===== src/sv/assert_macros.svh =====
// assertion macros shared by the priority list rtl
`ifndef ASSERT_MACROS_SVH
`define ASSERT_MACROS_SVH

// property checked on every clock edge outside reset
`define ASSERT_CHK(lbl, prop, msg) \
  lbl: assert property (@(posedge clk_i) disable iff (!rst_ni) prop) \
    else $error(msg);

// expression that must never be true outside reset
`define ASSERT_NEVER(lbl, expr, msg) `ASSERT_CHK(lbl, !(expr), msg)

`endif


===== src/sv/pol_pkg.sv =====
// types and constants of the priority ordered list
`default_nettype none
package pol_pkg;

  localparam int unsigned DEPTH = 16;
  localparam int unsigned IDX_W = $clog2(DEPTH);
  localparam int unsigned CNT_W = $clog2(DEPTH + 1);
  localparam int unsigned VAL_W = 32;
  localparam int unsigned PRI_W = 2;
  localparam int unsigned FN_W  = 2;

  typedef logic [IDX_W-1:0] idx_t;
  typedef logic [CNT_W-1:0] cnt_t;

  typedef enum logic [FN_W-1:0] {
    FN_INSERT = 2'd0,
    FN_REMOVE = 2'd1,
    FN_READ   = 2'd2
  } func_e;

  typedef enum logic [1:0] {
    ST_OK    = 2'd0,
    ST_RANGE = 2'd1,
    ST_FULL  = 2'd2
  } st_e;

  typedef enum logic [1:0] {
    S_IDLE,
    S_RD,
    S_EV,
    S_PUT
  } state_e;

  typedef struct packed {
    logic [PRI_W-1:0]        prio;
    logic signed [VAL_W-1:0] value;
  } entry_t;

  typedef struct packed {
    logic   we;
    idx_t   waddr;
    entry_t wdata;
    idx_t   raddr;
  } store_req_t;

  typedef struct packed {
    logic   done;
    st_e    status;
    entry_t rd;
    logic   inc;
    logic   dec;
  } res_t;

endpackage
`default_nettype wire


===== src/sv/pol_store.sv =====
// entry memory with one write port and one registered read port
`default_nettype none
module pol_store (
  input  logic               clk_i,
  input  pol_pkg::store_req_t req_i,
  output pol_pkg::entry_t    rdata_o
);
  import pol_pkg::*;

  entry_t mem [DEPTH];
  entry_t rdata_q;

  always_ff @(posedge clk_i) begin
    if (req_i.we) begin
      mem[req_i.waddr] <= req_i.wdata;
    end
  end

  always_ff @(posedge clk_i) begin
    rdata_q <= mem[req_i.raddr];
  end

  assign rdata_o = rdata_q;

endmodule
`default_nettype wire


===== src/sv/pol_ctrl.sv =====
// sequencer that walks the memory one entry per step to insert, remove or read
`default_nettype none
`include "assert_macros.svh"
module pol_ctrl (
  input  logic                         clk_i,
  input  logic                         rst_ni,
  input  logic                         start_i,
  input  logic [pol_pkg::FN_W-1:0]     func_i,
  input  logic signed [pol_pkg::VAL_W-1:0] entry_value_i,
  input  logic [pol_pkg::PRI_W-1:0]    entry_priority_i,
  input  pol_pkg::idx_t                position_i,
  input  pol_pkg::cnt_t                count_i,
  input  pol_pkg::entry_t              rdata_i,
  output pol_pkg::store_req_t          mem_o,
  output pol_pkg::res_t                res_o,
  output logic                         busy_o
);
  import pol_pkg::*;

  state_e           state_q, state_d;
  idx_t             idx_q, idx_d;
  idx_t             raddr_q, raddr_d;
  logic [FN_W-1:0]  func_q, func_d;
  entry_t           new_q, new_d;

  entry_t new_in;
  logic   full;
  logic   pos_ok;
  logic   rm_shift;
  logic   rm_more;
  logic   pri_le;

  assign new_in   = '{prio: entry_priority_i, value: entry_value_i};
  assign full     = (count_i == CNT_W'(DEPTH));
  assign pos_ok   = (CNT_W'(position_i) < count_i);
  assign rm_shift = ((CNT_W'(position_i) + CNT_W'(1)) < count_i);
  assign rm_more  = ((CNT_W'(idx_q) + CNT_W'(2)) < count_i);
  // shared compare: stored entry moves back when not above the new priority
  assign pri_le   = (rdata_i.prio <= new_q.prio);

  always_comb begin
    state_d = state_q;
    idx_d   = idx_q;
    raddr_d = raddr_q;
    func_d  = func_q;
    new_d   = new_q;
    unique case (state_q)
      S_IDLE: begin
        if (start_i) begin
          func_d = func_i;
          new_d  = new_in;
          unique case (func_i)
            FN_INSERT: begin
              if (!full && (count_i != '0)) begin
                idx_d   = count_i[IDX_W-1:0];
                raddr_d = count_i[IDX_W-1:0] - IDX_W'(1);
                state_d = S_RD;
              end
            end
            FN_REMOVE: begin
              if (pos_ok && rm_shift) begin
                idx_d   = position_i;
                raddr_d = position_i + IDX_W'(1);
                state_d = S_RD;
              end
            end
            FN_READ: begin
              if (pos_ok) begin
                raddr_d = position_i;
                state_d = S_RD;
              end
            end
            default: ;
          endcase
        end
      end
      S_RD: begin
        state_d = S_EV;
      end
      S_EV: begin
        unique case (func_q)
          FN_INSERT: begin
            if (pri_le) begin
              idx_d = idx_q - IDX_W'(1);
              if (idx_q == IDX_W'(1)) begin
                state_d = S_PUT;
              end else begin
                raddr_d = idx_q - IDX_W'(2);
                state_d = S_RD;
              end
            end else begin
              state_d = S_IDLE;
            end
          end
          FN_REMOVE: begin
            idx_d = idx_q + IDX_W'(1);
            if (rm_more) begin
              raddr_d = idx_q + IDX_W'(2);
              state_d = S_RD;
            end else begin
              state_d = S_IDLE;
            end
          end
          default: state_d = S_IDLE;
        endcase
      end
      S_PUT: begin
        state_d = S_IDLE;
      end
      default: state_d = S_IDLE;
    endcase
  end

  always_comb begin
    mem_o = '{we: 1'b0, waddr: idx_q, wdata: rdata_i, raddr: raddr_q};
    res_o = '{done: 1'b0, status: ST_OK, rd: '0, inc: 1'b0, dec: 1'b0};
    unique case (state_q)
      S_IDLE: begin
        if (start_i) begin
          unique case (func_i)
            FN_INSERT: begin
              if (full) begin
                res_o.done   = 1'b1;
                res_o.status = ST_FULL;
              end else if (count_i == '0) begin
                mem_o.we    = 1'b1;
                mem_o.waddr = '0;
                mem_o.wdata = new_in;
                res_o.done  = 1'b1;
                res_o.inc   = 1'b1;
              end
            end
            FN_REMOVE: begin
              if (!pos_ok) begin
                res_o.done   = 1'b1;
                res_o.status = ST_RANGE;
              end else if (!rm_shift) begin
                res_o.done = 1'b1;
                res_o.dec  = 1'b1;
              end
            end
            FN_READ: begin
              if (!pos_ok) begin
                res_o.done   = 1'b1;
                res_o.status = ST_RANGE;
              end
            end
            default: res_o.done = 1'b1;
          endcase
        end
      end
      S_EV: begin
        unique case (func_q)
          FN_INSERT: begin
            mem_o.we = 1'b1;
            if (!pri_le) begin
              mem_o.wdata = new_q;
              res_o.done  = 1'b1;
              res_o.inc   = 1'b1;
            end
          end
          FN_REMOVE: begin
            mem_o.we = 1'b1;
            if (!rm_more) begin
              res_o.done = 1'b1;
              res_o.dec  = 1'b1;
            end
          end
          default: begin
            res_o.done = 1'b1;
            res_o.rd   = rdata_i;
          end
        endcase
      end
      S_PUT: begin
        mem_o.we    = 1'b1;
        mem_o.wdata = new_q;
        res_o.done  = 1'b1;
        res_o.inc   = 1'b1;
      end
      default: ;
    endcase
  end

  always_ff @(posedge clk_i or negedge rst_ni) begin
    if (!rst_ni) begin
      state_q <= S_IDLE;
    end else begin
      state_q <= state_d;
    end
  end

  always_ff @(posedge clk_i) begin
    idx_q   <= idx_d;
    raddr_q <= raddr_d;
    func_q  <= func_d;
    new_q   <= new_d;
  end

  assign busy_o = (state_q != S_IDLE);

  `ASSERT_CHK(a_rd_then_ev, state_q == S_RD |=> state_q == S_EV, "read not followed by evaluate")
  `ASSERT_NEVER(a_ins_slot, state_q == S_EV && func_q == FN_INSERT && idx_q == '0, "insert step at head")
  `ASSERT_NEVER(a_done_busy, res_o.done && state_q == S_RD, "result while read pending")

endmodule
`default_nettype wire


===== src/sv/priority_ordered_list.sv =====
// top level of the priority ordered list
`default_nettype none
`include "assert_macros.svh"
// Holds up to DEPTH (16) entries of a signed 32-bit value and a 2-bit priority,
// kept in descending priority, newest first among equal priorities.
// A request is taken when start is high and busy is low: func_i selects
// insert, remove at position_i, or read at position_i.
// Each request gives one result: done_o is high for one cycle with
// read_value_o, read_priority_o, status_o and entry_count_o, and the
// receiver takes it in that cycle; it cannot hold results off.
// One sequencer walks the entry memory, which has one write port and one
// registered read port. A refused or reserved request, an insert into an
// empty list or a remove of the last entry finishes straight from idle.
// Otherwise each entry is read (S_RD) and evaluated (S_EV): a read returns
// that entry, an insert moves entries back from the tail until its slot
// is found (S_PUT writes at the head), and a remove moves entries forward.
// busy is high from the cycle after a request that walks the memory until
// done_o rises, so the next request may follow in the cycle done_o is high.
// Reset empties the list; memory contents are not cleared.
module priority_ordered_list (
  input  logic                             clk_i,
  input  logic                             rst_ni,
  input  logic                             start,
  output logic                             busy,
  input  logic [pol_pkg::FN_W-1:0]         func_i,
  input  logic signed [pol_pkg::VAL_W-1:0] entry_value_i,
  input  logic [pol_pkg::PRI_W-1:0]        entry_priority_i,
  input  logic [pol_pkg::IDX_W-1:0]        position_i,
  output logic                             done_o,
  output logic signed [pol_pkg::VAL_W-1:0] read_value_o,
  output logic [pol_pkg::PRI_W-1:0]        read_priority_o,
  output logic [1:0]                       status_o,
  output logic [pol_pkg::CNT_W-1:0]        entry_count_o
);
  import pol_pkg::*;

  store_req_t mem_req;
  entry_t     rdata;
  res_t       res;

  cnt_t   count_q, count_d;
  logic   done_q;
  entry_t rd_q;
  st_e    status_q;

  pol_ctrl u_ctrl (
    .clk_i            (clk_i),
    .rst_ni           (rst_ni),
    .start_i          (start),
    .func_i           (func_i),
    .entry_value_i    (entry_value_i),
    .entry_priority_i (entry_priority_i),
    .position_i       (position_i),
    .count_i          (count_q),
    .rdata_i          (rdata),
    .mem_o            (mem_req),
    .res_o            (res),
    .busy_o           (busy)
  );

  pol_store u_store (
    .clk_i   (clk_i),
    .req_i   (mem_req),
    .rdata_o (rdata)
  );

  always_comb begin
    count_d = count_q;
    if (res.done && res.inc) begin
      count_d = count_q + CNT_W'(1);
    end else if (res.done && res.dec) begin
      count_d = count_q - CNT_W'(1);
    end
  end

  always_ff @(posedge clk_i or negedge rst_ni) begin
    if (!rst_ni) begin
      count_q <= '0;
      done_q  <= 1'b0;
    end else begin
      count_q <= count_d;
      done_q  <= res.done;
    end
  end

  always_ff @(posedge clk_i) begin
    if (res.done) begin
      rd_q     <= res.rd;
      status_q <= res.status;
    end
  end

  assign done_o          = done_q;
  assign read_value_o    = rd_q.value;
  assign read_priority_o = rd_q.prio;
  assign status_o        = status_q;
  assign entry_count_o   = count_q;

  `ASSERT_NEVER(a_cnt_max, count_q > CNT_W'(DEPTH), "count above depth")
  `ASSERT_CHK(a_done_idle, done_o |-> !busy, "result while still busy")
  `ASSERT_CHK(a_full_cnt, done_o && status_q == ST_FULL |-> count_q == CNT_W'(DEPTH), "full status below depth")

endmodule
`default_nettype wire

===== config.mk =====
export PLATFORM = sky130hd
export DESIGN_NAME = priority_ordered_list
export DESIGN_NICKNAME = d
export VERILOG_FILES = /design/src/sv/pol_pkg.sv /design/src/sv/pol_store.sv /design/src/sv/pol_ctrl.sv /design/src/sv/priority_ordered_list.sv
export VERILOG_INCLUDE_DIRS = /design/src /design/src/sv
export SDC_FILE = /design/constraint.sdc
export NUM_CORES = 1
export LEC_CHECK = 0
export BUFFER_PORTS_ARGS = -buffer_cell sky130_fd_sc_hd__buf_2
export CAP_MARGIN = 20
export CORE_AREA = 5 5 261 263
export CTS_BUF_LIST = sky130_fd_sc_hd__clkbuf_16
export CTS_CLUSTER_DIAMETER = 30
export DETAILED_ROUTE_END_ITERATION = 16
export DIE_AREA = 0 0 266 268
export PLACE_DENSITY_LB_ADDON = 0.3
export SYNTH_ARGS = -nofsm -noshare
export SYNTH_HDL_FRONTEND = slang
export SYNTH_SLANG_ARGS = --single-unit

===== constraint.sdc =====
create_clock -name clk_i -period 9.69 [get_ports clk_i]
set_input_delay 1.938 -clock clk_i [delete_from_list [all_inputs] [get_ports clk_i]]
set_output_delay 1.938 -clock clk_i [all_outputs]
set_load 0.005 [all_outputs]

==> reports/results.tsv <==
stage	metric	value	unit
clocking	Clk pin slew, worst setup/hold paths	0.05	ns
power_and_ir_drop	leakage power	0.0108	uW
setup_path	crit path DAT	4.74	ns
timing	Hold Fails Final Rpt	0	
setup_path	critical path fanouts, max	36	
floorplan	Chip Height	268	um
floorplan	Die ar.	71300	um2
timing	Worst-Margin Slew	1.09	ns
power_and_ir_drop	share of power burned in registers	39.1	%
timing	RSZ-0062 raised after global routing	false	
detailed_routing	Post-Route WL	60400	um
clocking	CTS tree	built	
clocking	# Post-CTS Setup Buffers	0	
synthesis	Yosys Warn Count	0	
synthesis	syn_area_per_cell	20.9	um2
detailed_routing	TritonRoute pass-1 iters	5	
detailed_routing	post-route ant nets	0	
layout	Area growth syn-to-layout	21.2	%
global_route	global-route wire length before repair	90100	um
layout	share of cells above drive strength 1	33.6	%
layout	commonest non-fill, non-tap cell in the layout	edfxtp_1	
power_and_ir_drop	clock power share	37.2	%
setup_path	CP Launch Type	input pin	
floorplan	Initial Util	39.7	%
synthesis	Synth async-reset ratio	1.20	%
setup_path	R2R setup slack	6.17	ns
layout	nets@finish	1491	
setup_path	critical path's most frequent cell	ha_1	
placement	Placed Instances	2161	
synthesis	Cell variety after synth	58	
global_route	Global Route Usage Sum	17.1	%
layout	post-route insts no fill	2385	
synthesis	post-synthesis register bit count	666	
floorplan	I/O pins	86	
clocking	CTS buffer count	115	
timing	maximum clock rate	239	MHz
clocking	clk_lat worst skew	0.64	ns
synthesis	Post-Synthesis Cells	1246	
detailed_routing	DRC viols	0	
hold_path	HP Class	reg -> reg	
timing	final setup margin	5.51	ns
timing	skew final	0.0159	ns
setup_path	CP required	10.24	ns
placement	RD Place Congestion	0.797	
flow_run	Max Cap Viol	0	
global_route	largest net degree at the start of global routing	70	
floorplan	Core ar.	65400	um2
power_and_ir_drop	Comb power frac	23.7	%
synthesis	mapped cell area	26000	um2
power_and_ir_drop	Int Power	7610	uW
clocking	post-cts sizing count	0	
setup_path	crit-path max cell delay	0.52	ns
placement	dpl ws	4.89	ns
placement	post-detail-place hpwl	29500	um
clocking	Root Buffer	clkbuf_16	
floorplan	row cnt	94	
setup_path	critical path buffer and inverter count	3	
setup_path	CP Capture Type	register	
detailed_routing	initial DRC count	1093	
setup_path	worst setup path class	in -> reg	
synthesis	Syn Nets	1320	
power_and_ir_drop	Pwr per Cell Area	338	nW/um2
power_and_ir_drop	Psw	3040	uW
power_and_ir_drop	Worst VDD drop	0.000194	V
global_route	total grt overflow	0	
clocking	cts hold-fix bufs	0	
clocking	clk buf depth	3	
setup_path	Worst path slowest cell	buf_4	
timing	period utilization	43.2	%
synthesis	Main synth FF type	edfxtp_1	
detailed_routing	drt wl/cell	25.3	um
timing	Setup Viol. Count Final	0	
clocking	TritonCTS sink count	666	
layout	Finished Core Util	48.2	%
synthesis	sequential share of the synthesized area	75.5	%
floorplan	Chip Width	266	um
layout	commonest non-fill, non-tap cells in the layout	624 x edfxtp_1, 170 x mux4_2, 117 x clkbuf_16	
global_route	vias in the first global route	13800	
outcome	status	complete, no violations	
global_route	antenna violations before repair	4	
setup_path	crit-path cells	buf_2 -> inv_1 -> ha_1 -> nand4_1 -> nor3_4 -> buf_4 -> nor2_4 -> ha_1 -> nor2b_1 -> o21ai_0 -> nand2b_1 -> a211oi_1 -> a21oi_1 -> a2bb2oi_1	
placement	I/O Buffers	85	
detailed_routing	vias	12900	
timing	relative slew slack	27.4	%
setup_path	crit-path leading delay family	simple AND/OR/NAND/NOR gates	
timing	Final min period	4.18	ns
power_and_ir_drop	Total Power	10700	uW
timing	fin. max-slew vios	0	
synthesis	EDFF count, synth	624	
clocking	H-tree levels	3	
layout	Filler cells	5382	
detailed_routing	vias per cell	5.41	
timing	setup TNS	0	ns
power_and_ir_drop	Sw Ratio	28.5	%
## worst paths after layout
path	from	cells after the start	to
setup / recovery	func_i[0]	14	entry_count_o[4]
hold / removal	u_store.rdata_o[21]	1	read_value_o[21]
setup reg to reg	u_ctrl.idx_q[1]	7	u_ctrl.raddr_q[2]
hold reg to reg	u_store.rdata_o[21]	1	read_value_o[21]
max in group asynchronous	rst_ni	1	entry_count_o[3]
min in group asynchronous	rst_ni	1	u_ctrl.state_q[0]
## power groups by stage
| stage | clock [uW] | combinational (uW) | sequential, uW |
|---|---|---|---|
| finish | 3960 | 2530 | 4160 |
| global route | 4190 | 2780 | 4190 |
| CTS | 4030 | 2550 | 4170 |
| detailed placement | 0 | 2550 | 4210 |
| global placement | 0 | 2490 | 4210 |
| floorplan | 0 | 1840 | 4120 |
## synthesized netlist by cell type (2+ instances only)
master	instances	share of area, %
nand2_1	88	1.3
buf_2	20	0.39
edfxtp_1	624	72
nor3_1	11	0.21
clkbuf_1	33	0.48
dfxtp_1	34	2.6
nand3_1	3	0.058
nand2b_1	6	0.14
or3_1	2	0.048
a21o_1	5	0.14
a22oi_1	35	1.0
inv_1	16	0.23
o211ai_1	3	0.087
o21ai_0	20	0.39
a31oi_1	4	0.096
o21ai_1	2	0.039
mux2i_1	7	0.27
ha_1	29	1.4
nand4_1	2	0.048
a211oi_1	3	0.087
inv_2	2	0.029
a21oi_1	7	0.13
nor3_4	2	0.13
nor4_1	4	0.096
nor2_1	16	0.23
buf_1	3	0.043
xor2_1	5	0.17
xnor2_1	8	0.27
or2_2	2	0.048
and3_1	36	0.87
dfrtp_1	8	0.77
buf_8	5	0.29
mux4_2	170	15
nor2b_1	6	0.14
fa_1	2	0.15
## worst reg2reg max path: cells and delay by family, from the launching register on
| family | cells | cell delay (ns) |
|---|---|---|
| buffers and inverters | 1 | 0.34 |
| adder cells (fa/ha/maj) | 2 | 0.69 |
| AO/OA/AOI/OAI | 3 | 0.65 |
| flip-flops | 1 | 0.64 |
| AND/OR/NAND/NOR | 1 | 0.81 |
## per-layer routing
layer	global-route usage, %	up-vias	routed length [um]
met5	0	-	13
met4	5.00	2	1210
met3	3.09	96	3260
met2	29.0	397	30500
met1	22.8	6877	25500
li1	-	5542	-
## cells by family (layout without fill, tap and decap cells)
kind of cell             count (synthesis)  in the layout  share of synthesized area [%]
AO/OA/AOI/OAI                           92             92                           2.43
XOR/XNOR                                13             13                          0.438
adder cells (fa/ha/maj)                 31             31                           1.55
flip-flops                             666            666                           75.5
buffers and inverters                   83            355                           1.56
multiplexers                           178            178                           15.0
other                                    0              3                              0
AND/OR/NAND/NOR                        183            183                           3.48
## cell type report
class / instances / area, um2 / share of cell area, %
well taps: 864 / 1080 / 3.43
clock buffers: 117 / 2930 / 9.29
inverters: 19 / 71.3 / 0.226
flip-flops and latches: 666 / 19600 / 62.3
diodes: 3 / 7.51 / 0.0238
clock inverters: 101 / 990 / 3.14
repair buffers: 118 / 718 / 2.28
multi-input cells: 497 / 6090 / 19.3
## stage by stage
stage | hold WS, ns | cell area (um2)
floorplan | 0.537 | 26000
global placement | 0.555 | 27500
detailed placement | 0.562 | 27500
CTS | 0.568 | 31400
global route | 0.593 | 31500
finish | 0.563 | 31500
## flip-flops by register name, summed over array words and instances, names as in the netlist
register         count
done_o               1
entry_count_o        5
read_priority_o      2
read_value_o        32
status_o             2
u_ctrl.func_q        2
u_ctrl.idx_q         4
u_ctrl.new_q        34
u_ctrl.raddr_q       4
u_ctrl.state_q       2
u_store.mem        544
u_store.rdata_o     34
No activity file was read; power rests on OpenSTA's default activity.
